`src/rtl/sstf_pkg.sv`:
```
package sstf_pkg;

   // sizes of the request table and the request fields
   localparam int DEPTH       = 16;
   localparam int SECTOR_BITS = 48;
   localparam int TAG_BITS    = 8;
   localparam int IDX_BITS    = $clog2(DEPTH);
   localparam int CNT_BITS    = $clog2(DEPTH + 1);

   localparam logic [CNT_BITS-1:0] FULL_COUNT = CNT_BITS'(DEPTH);

   typedef enum logic [1:0] {
      ST_DISPATCHED = 2'd0,
      ST_ADDED      = 2'd1,
      ST_EMPTY      = 2'd2,
      ST_FULL       = 2'd3
   } status_type;

   typedef enum logic {
      FN_ADD      = 1'b0,
      FN_DISPATCH = 1'b1
   } func_type;

   typedef enum logic {
      S_IDLE,
      S_EXEC
   } state_type;

   typedef struct packed {
      logic [SECTOR_BITS-1:0] sector;
      logic [TAG_BITS-1:0]    tag;
   } entry_type;

   typedef struct packed {
      func_type               func;
      logic [SECTOR_BITS-1:0] sector;
      logic [TAG_BITS-1:0]    tag;
   } req_type;

   typedef struct packed {
      status_type             status;
      logic [SECTOR_BITS-1:0] out_sector;
      logic [TAG_BITS-1:0]    out_tag;
      logic [CNT_BITS-1:0]    pending;
   } rsp_type;

   // control broadcast from the sequencer to every cell
   typedef struct packed {
      logic                add_en;
      logic                del_en;
      entry_type           ins;
      logic [IDX_BITS-1:0] cursor;
      logic [CNT_BITS-1:0] count;
   } cell_ctrl_type;

   // cursor candidate offered by the cell under the cursor
   typedef struct packed {
      entry_type ent;
      logic      go_prev;
      logic      cur_le;
   } pick_type;

endpackage

```
`src/rtl/sstf_cell.sv`:
```
module sstf_cell
   import sstf_pkg::*;
#(
   parameter int INDEX = 0
) (
   input  logic          clock,
   input  cell_ctrl_type ctrl,
   input  entry_type     left_entry,
   input  logic          left_le,
   input  entry_type     right_entry,
   output entry_type     entry,
   output logic          le,
   output pick_type      pick
);

   entry_type              entry_ff;
   entry_type              entry_in;
   logic                   occupied;
   logic                   is_cur;
   logic                   has_prev;
   logic                   has_next;
   logic [SECTOR_BITS-1:0] dprev;
   logic [SECTOR_BITS-1:0] dnext;

   assign occupied = CNT_BITS'(INDEX) < ctrl.count;
   assign is_cur   = ctrl.cursor == IDX_BITS'(INDEX);
   assign has_prev = INDEX != 0;
   assign has_next = CNT_BITS'(INDEX + 1) < ctrl.count;

   // entry stays put on add when it sorts at or below the new sector
   assign le = occupied && (entry_ff.sector <= ctrl.ins.sector);

   // distances to both neighbors, seen from the cursor position
   assign dprev = entry_ff.sector - left_entry.sector;
   assign dnext = right_entry.sector - entry_ff.sector;

   // offer own entry and the cursor move when under the cursor
   always_comb begin
      pick = '0;
      if (is_cur) begin
         pick.ent     = entry_ff;
         pick.go_prev = has_prev && (has_next ? (dprev < dnext) : 1'b1);
         pick.cur_le  = le;
      end
   end

   // insert, shift up on add; shift down at and above the cursor on dispatch
   always_comb begin
      entry_in = entry_ff;
      if (ctrl.add_en && !le) begin
         entry_in = left_le ? ctrl.ins : left_entry;
      end else if (ctrl.del_en && (IDX_BITS'(INDEX) >= ctrl.cursor)) begin
         entry_in = right_entry;
      end
   end

   always_ff @(posedge clock) begin
      entry_ff <= entry_in;
   end

   assign entry = entry_ff;

endmodule

```
`config.mk`:
```
export PLATFORM = sky130hd
export DESIGN_NAME = sstf_cell
export DESIGN_NICKNAME = d
export VERILOG_FILES = /design/src/rtl/sstf_pkg.sv /design/src/rtl/sstf_cell.sv
export SDC_FILE = /design/constraint.sdc
export NUM_CORES = 1
export LEC_CHECK = 0
export BUFFER_PORTS_ARGS = -buffer_cell sky130_fd_sc_hd__buf_4
export CORE_AREA = 2 2 115 117
export DETAILED_ROUTE_END_ITERATION = 6
export DIE_AREA = 0 0 117 119
export MAX_ROUTING_LAYER = met4
export PLACE_DENSITY = 0.92
export SYNTH_ARGS = -nofsm -noshare
export SYNTH_HDL_FRONTEND = slang
export SYNTH_SLANG_ARGS = --single-unit
```
`constraint.sdc`:
```
create_clock -name clock -period 4.4 [get_ports clock]
set_input_delay 0.44 -clock clock [delete_from_list [all_inputs] [get_ports clock]]
set_output_delay 0.44 -clock clock [all_outputs]
set_load 0.01 [all_outputs]
```
=== After elaboration in Yosys (flattened, before gate mapping) ===
Cells that the tools add are included.

* Bits in read-only memories: 0
* Bits in latches: 0
* Logic and storage cells: 15
* Bits in writable memories: 0
* Output and inout port bits: 115
* Register bits after elaboration: 56
* Input bits: 181
* Memories: 0

* Multipliers: 0
* Add/subtract/negate cells: 0
* Reductions and logical operators: 6
* Eq/ne operators: 0
* Divide/modulo/power cells: 0
* Bitwise gates (word level): 0
* Magnitude comparators: 3
* Multiplexer cells: 4
* Shift-type cells: 0

{| class="wikitable"
|+ Operators with widths
! operator !! number
|-
| 56-bit two-way mux || 3
|-
| 58-bit two-way mux || 1
|-
| 48-bit <= comparator || 1
|-
| 1-bit by 5-bit < comparator with 1-bit output (first input constant) || 1
|-
| 1-bit by 4-bit >= comparator with 1-bit output (first input constant) || 1
|-
| 4-bit zero test || 1
|-
| 1-bit logical AND || 3
|-
| 2-bit nonzero test || 1
|-
| 1-bit zero test || 1
|}

=== Depth between registers and ports, before layout ===
Gate-level depths: netlist (run 1).

* Word-level depth: 5
* Gate-level depth with buffers: 10

=== Worst setup path after synthesis (run 1) ===
Ideal clock, no wire load.

* Kind: reg-to-reg
* Start point: register entry_ff, in the netlist entry[21]
* End point: register entry_ff, in the netlist entry[0] (enable)
* Period minus slack after synthesis: 3701 ps
* Required time: 3981 ps
* Cell stages (with the launch flop): 10
* Path slack: 699 ps
* Library setup time: 419 ps
* Data arrival time: 3282 ps
* Cell sequence: edfxtp_1 ha_1 nand4_2 or3_1 a21oi_2 o41ai_4 nand4_2 buf_4 buf_6 a22o_1

* Longest elaborated chain between the ends: 5

{| class="wikitable"
|+ Ends and longest elaborated chain
! item !! line !! RTL
|-
| start, declared || sstf_cell.sv:16 || <nowiki>entry_type entry_ff;</nowiki>
|-
| start signal, assigned || sstf_cell.sv:58 || <nowiki>entry_ff <= entry_in;</nowiki>
|-
| 48-bit <= comparator || sstf_cell.sv:31 || <nowiki>assign le = occupied && (entry_ff.sector <= ctrl.ins.sector);</nowiki>
|-
| 1-bit logical AND || sstf_cell.sv:31 ||
|-
| 1-bit zero test || sstf_cell.sv:50 || <nowiki>if (ctrl.add_en && !le) begin</nowiki>
|-
| 1-bit logical AND || sstf_cell.sv:50 ||
|-
| 2-bit nonzero test (no line) || - ||
|}

No other way between the ends.
A chain may end at the register's enable or synchronous reset.

==> flow_summary.json, run 1 <==
{
  "ys_types": 41,
  "slew_headroom_pct": 26.2,
  "swShare_pct": 33.0,
  "cts_buffer_depth": 2,
  "ant_nets": 0,
  "grt_pass1_wl_um": 30800,
  "grt_usage_pct": 28.7,
  "synth_largest_area_cell": "edfxtp_1",
  "wirelength_um": 20300,
  "clkPwrFrac_pct": 21.4,
  "initial_core_util_pct": 45.1,
  "clkLatencyLatePin_ns": 0.29,
  "io_buffers": 294,
  "clockRootBuffer": "clkbuf_16",
  "vias": 6155,
  "grt.overflow.total": 0,
  "async_flop_share_pct": 0,
  "ys_seq_elements": 56,
  "synth-edff-count": 56,
  "fin_crit_ns": 3.33,
  "post_cts_buffers": 0,
  "worstPathCellList": "ha_1 -> a21oi_1 -> o21ai_0 -> a221oi_1 -> o221a_2 -> nand4_4 -> a21boi_0 -> buf_4",
  "multi_input_comb_area_mm2": 0.00369,
  "routed_via_density": 5.81,
  "dp_hpwl_um": 14700,
  "yosys_warnings": 0,
  "hold_viol_final": 0,
  "worstMarginPinSlew_ns": 1.11,
  "wire_per_inst_um": 19.2,
  "slowest_stage": "a221oi_1",
  "finalNetCount": 1111,
  "cp_slowest_stage_delay_ns": 0.50,
  "drtPass1Iterations": 5,
  "seq_area_mm2": 0.00168,
  "required_ns": 3.96,
  "synth_cells": 629,
  "ys_seq_area_share_pct": 28.9,
  "maxCapViolCount": 0,
  "slew_viol_final": 0,
  "cts_made_buffers": 5,
  "leakage_nw": 3.81,
  "numClockSinks": 56,
  "cts_tree": "done",
  "setup_tns_ns": 0,
  "placed_cells_incl_taps": 1051,
  "ios": 296,
  "p_seq_share_pct": 38.4,
  "synth_area_leaders": "edfxtp_1, ha_1, nand3_1",
  "cts_resized": 0,
  "first_iter_violations": 441,
  "largest_reg_flops": 56,
  "antenna_found_initial": 0,
  "syn_nets": 858,
  "synthMostInstantiatedCell": "nand3_1",
  "final_cells": 1059,
  "finalSetupViolations": 0,
  "worst_r2r_path_depth": 8,
  "critPathMaxFanout": 21,
  "gp_congestion": 0.912,
  "rsz0062_at_grt": "no",
  "area_delta_synth_final_pct": 40.8,
  "clk_pin_slew_ns": 0.08,
  "skew_ns": 0.00610,
  "synth_top_area_share_pct": 28.9,
  "p_int_mw": 1.27,
  "crit_arrival_ns": 2.89,
  "status": "complete, no violations",
  "nFillCells": 1072,
  "netlist_area_mm2": 0.00581,
  "final_layout_size_suffix_gt1_share_pct": 40.4,
  "totalPowerFinal_mw": 1.89,
  "combPwrFrac_pct": 40.2,
  "fin_crit_sh_pct": 75.6,
  "synth_area_per_cell_um2": 9.24,
  "rows": 42,
  "num_antenna_cells": 0,
  "core-area_mm2": 0.0129,
  "max_freq_mhz": 301,
  "h-tree-depth": 2,
  "holdBufCountCts": 0,
  "drc": 0,
  "dieHeight_um": 119,
  "max-vdd-ir-drop_mv": 0.141,
  "die_area_mm2": 0.0139,
  "postLayoutCoreUtil_pct": 63.5,
  "die_w_um": 117,
  "cp-end-kind": "output pin",
  "synth_commonest_cells": "nand3_1, and2_1, o21a_1",
  "setup.worst_path.class": "register to output pin",
  "min_path_type": "primary input to register",
  "grt_pass1_vias": 5957,
  "grt_start_max_net_pins": 113,
  "synth-main-ff-cell": "edfxtp_1",
  "critPathLaunchType": "register",
  "power.net_switching_mw": 0.624,
  "hold_depth": 2,
  "p_per_area_mw_per_mm2": 231
}
[cell type report]
cell class              count  area share, %
inverters                  48           2.20
clock buffers               6           1.58
multi-input cells         469           45.1
well taps                 176           2.69
clock inverters             2          0.138
repair buffers            302           27.7
flip-flops and latches     56           20.6
[through the flow]
stage | hold WS [ns] | area (µm²) | setup WS [ns]
detailed placement | 0.805 | 8040 | 1.07
CTS | 0.500 | 8180 | 1.08
floorplan | 0.705 | 5810 | 0.699
finish | 0.504 | 8180 | 1.07
global placement | 0.800 | 8040 | 1.06
global route | 0.504 | 8180 | 0.856
[cell usage in the layout (no fill, tap or decap), types with 2 or more instances in the layout]
cell type and n:
nor3_1 2, o21a_1 56, ha_1 48, edfxtp_1 56
and4_1 5, clkbuf_16 5, nor2_1 3, buf_4 302
and2_1 57, a211oi_1 2, o21ai_0 2, nand4_1 7
a21oi_1 16, nand3_1 118, inv_1 48, mux2i_1 56
nand2_1 12, a21o_1 5, a221o_1 2, o221a_2 39
o221a_1 18
[worst max-delay path, delay by kind of cell (launching register included)]
family / cells / cell delay, ns
simple gates: 1 / 0.28
fa+ha+maj: 1 / 0.32
flops: 1 / 0.43
buf+inv: 1 / 0.15
compound gates: 5 / 1.39
[power by group through the flow]
stage / clock (mW) / sequential (mW) / combinational (mW)
CTS: 0.410 / 0.726 / 0.759
global route: 0.424 / 0.732 / 0.827
global placement: 0 / 0.736 / 0.733
finish: 0.404 / 0.727 / 0.760
detailed placement: 0 / 0.737 / 0.757
floorplan: 0 / 0.745 / 0.413
[layer usage]
| metal | track usage [%] | vias up | wire (µm) |
|---|---|---|---|
| li1 | - | 2899 | - |
| met1 | 36.4 | 2909 | 8130 |
| met2 | 48.0 | 299 | 10200 |
| met3 | 2.90 | 48 | 1350 |
| met4 | 9.19 | 0 | 587 |
| met5 | - | - | 0 |
[kinds of logic (layout without fill, tap and decap cells)]
kind of cell / after synthesis / in the layout / share of synthesized area (%)
and+or+nand+nor: 215 / 215 / 20.5
buffers and inverters: 104 / 358 / 7.84
DFF: 56 / 56 / 28.9
muxes: 56 / 56 / 9.65
adders and majority gates: 48 / 48 / 10.3
AOI/OAI and AO/OA: 149 / 149 / 22.6
other: 1 / 1 / 0.0646
[path summary, 6_finish.rpt]
path	slack, ns	start	end
worst max-delay path	1.07	entry[27]	pick[0]
worst min-delay path	0.50	right_entry[17]	entry[17]
worst max register to register	1.19	entry[27]	entry[48]
worst min register to register	1.34	entry[55]	entry[8]
Note: power is estimated with default switching activity, not from simulation.
==> run 2, diff against run 1 <==
==> constraint.sdc (replaced) <==
create_clock -name clock -period 3.08 [get_ports clock]
set_input_delay 0.308 -clock clock [delete_from_list [all_inputs] [get_ports clock]]
set_output_delay 0.308 -clock clock [all_outputs]
set_load 0.01 [all_outputs]
==> flow_summary.json, run 2 (same netlist as run 1, synthesis figures left out) <==
{
  "status": "complete, no violations",
  "mostFrequentLayoutCells": "buf_4, nand3_1, and2_1",
  "totalPowerFinal_mw": 2.74,
  "initial_core_util_pct": 45.1,
  "cts_buffer_depth": 2,
  "clkLatencyLatePin_ns": 0.29,
  "min_path_type": "primary input to register",
  "die_w_um": 117,
  "worst-r2r-setup-slack_ns": 0.23,
  "routed_via_density": 5.95,
  "rows": 42,
  "rsz0062_at_grt": "no",
  "critical_path.endpoint": "pick[0]",
  "wire_per_inst_um": 19.4,
  "required_ns": 2.77,
  "finalNetCount": 1118,
  "cts_made_buffers": 5,
  "finalSetupViolations": 0,
  "grt.overflow.total": 0,
  "grt_pass1_vias": 6008,
  "clockRootBuffer": "clkbuf_16",
  "slowest_stage": "o41ai_4",
  "slew_headroom_pct": 46.7,
  "fin_crit_sh_pct": 95.0,
  "max-vdd-ir-drop_mv": 0.275,
  "reg2reg_to": "entry[2]",
  "drtPass1Iterations": 5,
  "die_area_mm2": 0.0139,
  "cts_tree": "done",
  "critPathMaxFanout": 19,
  "io_buffers": 294,
  "setup_tns_ns": 0,
  "crit_path_start": "entry[22]",
  "grt_start_max_net_pins": 62,
  "vias": 6347,
  "num_antenna_cells": 0,
  "drc": 0,
  "mostFrequentLayoutCell": "buf_4",
  "final_layout_size_suffix_gt1_share_pct": 41.0,
  "gp_congestion": 0.989,
  "max_freq_mhz": 342,
  "r2r-start": "entry[55]",
  "h-tree-depth": 2,
  "worstMarginPinSlew_ns": 0.799,
  "clk_pin_slew_ns": 0.08,
  "hold_viol_final": 0,
  "crit_arrival_ns": 2.62,
  "p_per_area_mw_per_mm2": 330,
  "nFillCells": 1077,
  "cp-end-kind": "output pin",
  "setup.worst_path.class": "register to output pin",
  "post_cts_buffers": 0,
  "core-area_mm2": 0.0129,
  "dp_hpwl_um": 15200,
  "skew_ns": 0.00535,
  "cp_slowest_stage_delay_ns": 0.47,
  "ios": 296,
  "grt_pass1_wl_um": 30900,
  "largest_reg_flops": 56,
  "leakage_nw": 3.88,
  "first_iter_violations": 585,
  "maxCapViolCount": 0,
  "grt_usage_pct": 29.0,
  "dieHeight_um": 119,
  "fin_crit_ns": 2.92,
  "holdBufCountCts": 0,
  "antenna_found_initial": 0,
  "area_delta_synth_final_pct": 43.0,
  "worstPathCellList": "ha_1 -> a21oi_1 -> nand2_1 -> a21o_1 -> o41ai_4 -> nand4_4 -> buf_6 -> a21boi_1 -> buf_4",
  "worst_r2r_path_depth": 7,
  "ant_nets": 0,
  "critPathLaunchType": "register",
  "numClockSinks": 56,
  "slew_viol_final": 0,
  "wirelength_um": 20600
}
run 2: layout make-up:
class | count | area [µm²] | share of cell area (%)
clock inverters | 1 | 3.75 | 0.0452
repair buffers | 309 | 2380 | 28.7
multi-input cells | 469 | 3710 | 44.6
flip-flops and latches | 56 | 1680 | 20.2
well taps | 176 | 220 | 2.65
inverters | 48 | 180 | 2.17
clock buffers | 7 | 133 | 1.60
run 2: what timing repair did:
| action | CTS | global route |
|---|---|---|
| hold endpoints to repair | 0 | 0 |
| resized for setup | 0 | 7 |
| endpoints found under the setup margin | 0 | 1 |
run 2: worst min-delay path by stage:
| stage | from | end | slack (ns) | depth (start not counted) |
|---|---|---|---|---|
| after floorplan | right_entry[48] | entry[48] | 0.57 | 1 |
| after global placement | right_entry[10] | entry[10] | 0.67 | 2 |
| after detailed placement | right_entry[12] | entry[12] | 0.67 | 2 |
| after CTS | right_entry[12] | entry[12] | 0.37 | 2 |
| after global routing | right_entry[18] | entry[18] | 0.37 | 2 |
| final | right_entry[12] | entry[12] | 0.37 | 2 |
run 2: through the flow:
stage                     std cells  hold WS [ns]  instance area, µm²  utilization, %  setup WS, ns
after floorplan                 629         0.573                5820               -         0.306
after global placement         1058         0.667                8150            63.3         0.209
after detailed placement       1058         0.670                8150            63.3         0.236
after CTS                      1066         0.365                8290            64.4       0.00570
after global routing           1066         0.372                8310            64.5       0.00271
final                          1066         0.369                8310            64.5         0.155
run 2: report_power, final:
part,switching (mW),leakage (nW),total [mW],internal [mW]
registers,0.0689,0.526,1.03,0.966
clock network,0.277,0.0655,0.578,0.302
logic,0.556,3.29,1.13,0.576
run 2: worst max-delay path: cells and delay by family, from the launching register on:
kind                       cells  cell delay (ns)
and+or+nand+nor                2             0.24
AOI/OAI and AO/OA              4             0.99
DFF                            1             0.41
buffers and inverters          2             0.34
adders and majority gates      1             0.34
run 2: routing by layer:
layer | routed length (µm) | share of wire [%] | vias to the layer above | GRT usage, %
met5 | 0 | 0 | - | -
met4 | 773 | 3.7 | 0 | 11.3
met3 | 1730 | 8.4 | 65 | 4.27
met2 | 10200 | 49 | 373 | 48.0
met1 | 7930 | 38 | 2998 | 35.3
li1 | - | - | 2911 | -
==> run 3, diff against run 2 <==
--- a/config.mk
+++ b/config.mk
@@ -5,12 +5,13 @@
 export SDC_FILE = /design/constraint.sdc
 export NUM_CORES = 1
 export LEC_CHECK = 0
+export ABC_AREA = 1
 export BUFFER_PORTS_ARGS = -buffer_cell sky130_fd_sc_hd__buf_4
 export CORE_AREA = 2 2 115 117
 export DETAILED_ROUTE_END_ITERATION = 6
 export DIE_AREA = 0 0 117 119
 export MAX_ROUTING_LAYER = met4
-export PLACE_DENSITY = 0.92
+export PLACE_DENSITY = 0.84
 export SYNTH_ARGS = -nofsm -noshare
 export SYNTH_HDL_FRONTEND = slang
 export SYNTH_SLANG_ARGS = --single-unit
==> flow_summary.json, run 3 <==
{
  "status": "complete, no violations",
  "totalPowerFinal_mw": 2.54,
  "area_delta_synth_final_pct": 51.1,
  "h-tree-depth": 2,
  "initial_core_util_pct": 37.8,
  "io_buffers": 294,
  "fin_crit_sh_pct": 92.1,
  "rows": 42,
  "grt_pass1_wl_um": 24900,
  "hold_viol_final": 0,
  "synthMostInstantiatedCell": "nand2_1",
  "final_cells": 1156,
  "dp_hpwl_um": 12600,
  "drtPass1Iterations": 6,
  "ios": 296,
  "async_flop_share_pct": 0,
  "routed_via_density": 4.78,
  "first_iter_violations": 321,
  "grt.overflow.total": 0,
  "critPathMaxFanout": 38,
  "cts_buffer_depth": 2,
  "ys_seq_elements": 56,
  "gp_congestion": 0.880,
  "largest_reg_flops": 56,
  "slew_viol_final": 0,
  "antenna_found_initial": 0,
  "clkLatencyLatePin_ns": 0.29,
  "synth_cells": 706,
  "numClockSinks": 56,
  "setup.worst_path.class": "register to output pin",
  "num_antenna_cells": 0,
  "synth_area_per_cell_um2": 6.90,
  "whs_ns": 0.274,
  "leakage_nw": 4.13,
  "grt_start_max_net_pins": 65,
  "holdBufCountCts": 0,
  "worstMarginPinSlew_ns": 0.674,
  "placed_cells_incl_taps": 1149,
  "yosys_warnings": 0,
  "min_path_type": "primary input to register",
  "ys_seq_area_share_pct": 34.5,
  "cts_tree": "done",
  "postLayoutCoreUtil_pct": 57.2,
  "final_layout_size_suffix_gt1_share_pct": 33.3,
  "crit_arrival_ns": 2.53,
  "wire_per_inst_um": 14.2,
  "synth-edff-count": 56,
  "mostFrequentLayoutCells": "buf_4, nand2_1, inv_1",
  "core-area_mm2": 0.0129,
  "finalNetCount": 1209,
  "critPathLaunchType": "register",
  "synth_largest_area_cell": "edfxtp_1",
  "setup_slack_ns": 0.243,
  "wirelength_um": 16400,
  "max_freq_mhz": 352,
  "hold_depth": 3,
  "clk_pin_slew_ns": 0.07,
  "placed_area_mm2": 0.00721,
  "synth-main-ff-cell": "edfxtp_1",
  "die_w_um": 117,
  "p_per_area_mw_per_mm2": 345,
  "cts_made_buffers": 5,
  "ant_nets": 0,
  "ys_types": 22,
  "maxCapViolCount": 0,
  "skew_ns": 0.00947,
  "dieHeight_um": 119,
  "pre_cts_ws_ns": 0.410,
  "synth_area_leaders": "edfxtp_1, nand2_1, ha_1",
  "grt_pass1_vias": 5245,
  "cp-end-kind": "output pin",
  "mostFrequentLayoutCell": "buf_4",
  "worst_r2r_path_depth": 14,
  "syn_nets": 935,
  "synth_commonest_cells": "nand2_1, inv_1, nor2_1",
  "required_ns": 2.77,
  "slew_headroom_pct": 55.1,
  "clockRootBuffer": "clkbuf_16",
  "die_area_mm2": 0.0139,
  "finalSetupViolations": 0,
  "drc": 0,
  "setup_tns_ns": 0,
  "rsz0062_at_grt": "no",
  "fin_area_mm2": 0.00736,
  "grt_usage_pct": 23.3,
  "fin_crit_ns": 2.84,
  "netlist_area_mm2": 0.00487,
  "synth_top_area_share_pct": 34.5,
  "vias": 5521,
  "max-vdd-ir-drop_mv": 0.296
}
==> run 3: changes by cell type in the layout (fill, tap and decap cells not counted), moves of 4 or more <==
cell | before | now
o221a_1 | 18 | 0
and2_1 | 57 | 0
a21o_1 | 5 | 1
nand4_1 | 7 | 2
mux2_2 | 0 | 9
a21oi_1 | 16 | 67
o21a_1 | 56 | 2
nor2_1 | 3 | 117
and4_1 | 5 | 0
mux2i_1 | 56 | 0
inv_1 | 48 | 120
o221a_2 | 39 | 0
nand3_1 | 118 | 61
nand2_1 | 12 | 172
==> run 3: final cells by class <==
class / instances / area, µm²
sequential: 56 / 1680
fill: 1203 / 5520
inverter: 120 / 450
multi-input combinational: 493 / 2550
clock inverter: 1 / 5.00
tap: 176 / 220
timing repair buffer: 304 / 2320
clock buffer: 6 / 129
==> run 3: cells by family after synthesis <==
kind of cell               Yosys count  share of synthesized area [%]
DFF                                 56                           34.5
buffers and inverters              157                           13.3
muxes                                9                           2.08
other                                1                         0.0770
AOI/OAI and AO/OA                   74                           7.76
and+or+nand+nor                    361                           29.9
adders and majority gates           48                           12.3
==> run 3: worst paths after layout <==
path	startpoint	to	slack (ns)
worst max register to register	entry[47]	entry[45]	0.37
worst min register to register	entry[19]	entry[6]	1.48
worst max-delay path	entry[47]	pick[0]	0.24
worst min-delay path	right_entry[53]	entry[53]	0.27
==> run 3: per-layer routing <==
layer	track usage (%)	vias up	share of wire [%]
met1	26.7	2483	40
li1	-	2770	-
met5	-	-	0
met4	5.07	0	1.6
met2	42.6	238	51
met3	3.21	30	7.6
==> run 3: repair_timing <==
item                                    4_1_cts  5_1_grt
resized for setup                             0        3
setup buffers                                 0        0
endpoints found under the setup margin        0        2
==> run 3: where the power goes <==
group          switching, mW  internal, mW  total [mW]
registers             0.0664         0.957        1.02
clock network          0.260         0.297       0.557
logic                  0.504         0.453       0.957
==> run 3: worst max-delay path, cell delays in order (launching register included) <==
cell and delay (ns):
edfxtp_1 0.44, ha_1 0.32, nand2_1 0.07, nor2_1 0.15
nand3_1 0.15, nor2_2 0.17, inv_1 0.07, nor2_2 0.12
nand2_1 0.06, nand3_1 0.06, nand2_1 0.06, nand2_2 0.10
buf_12 0.22, nor2_1 0.07, buf_4 0.17
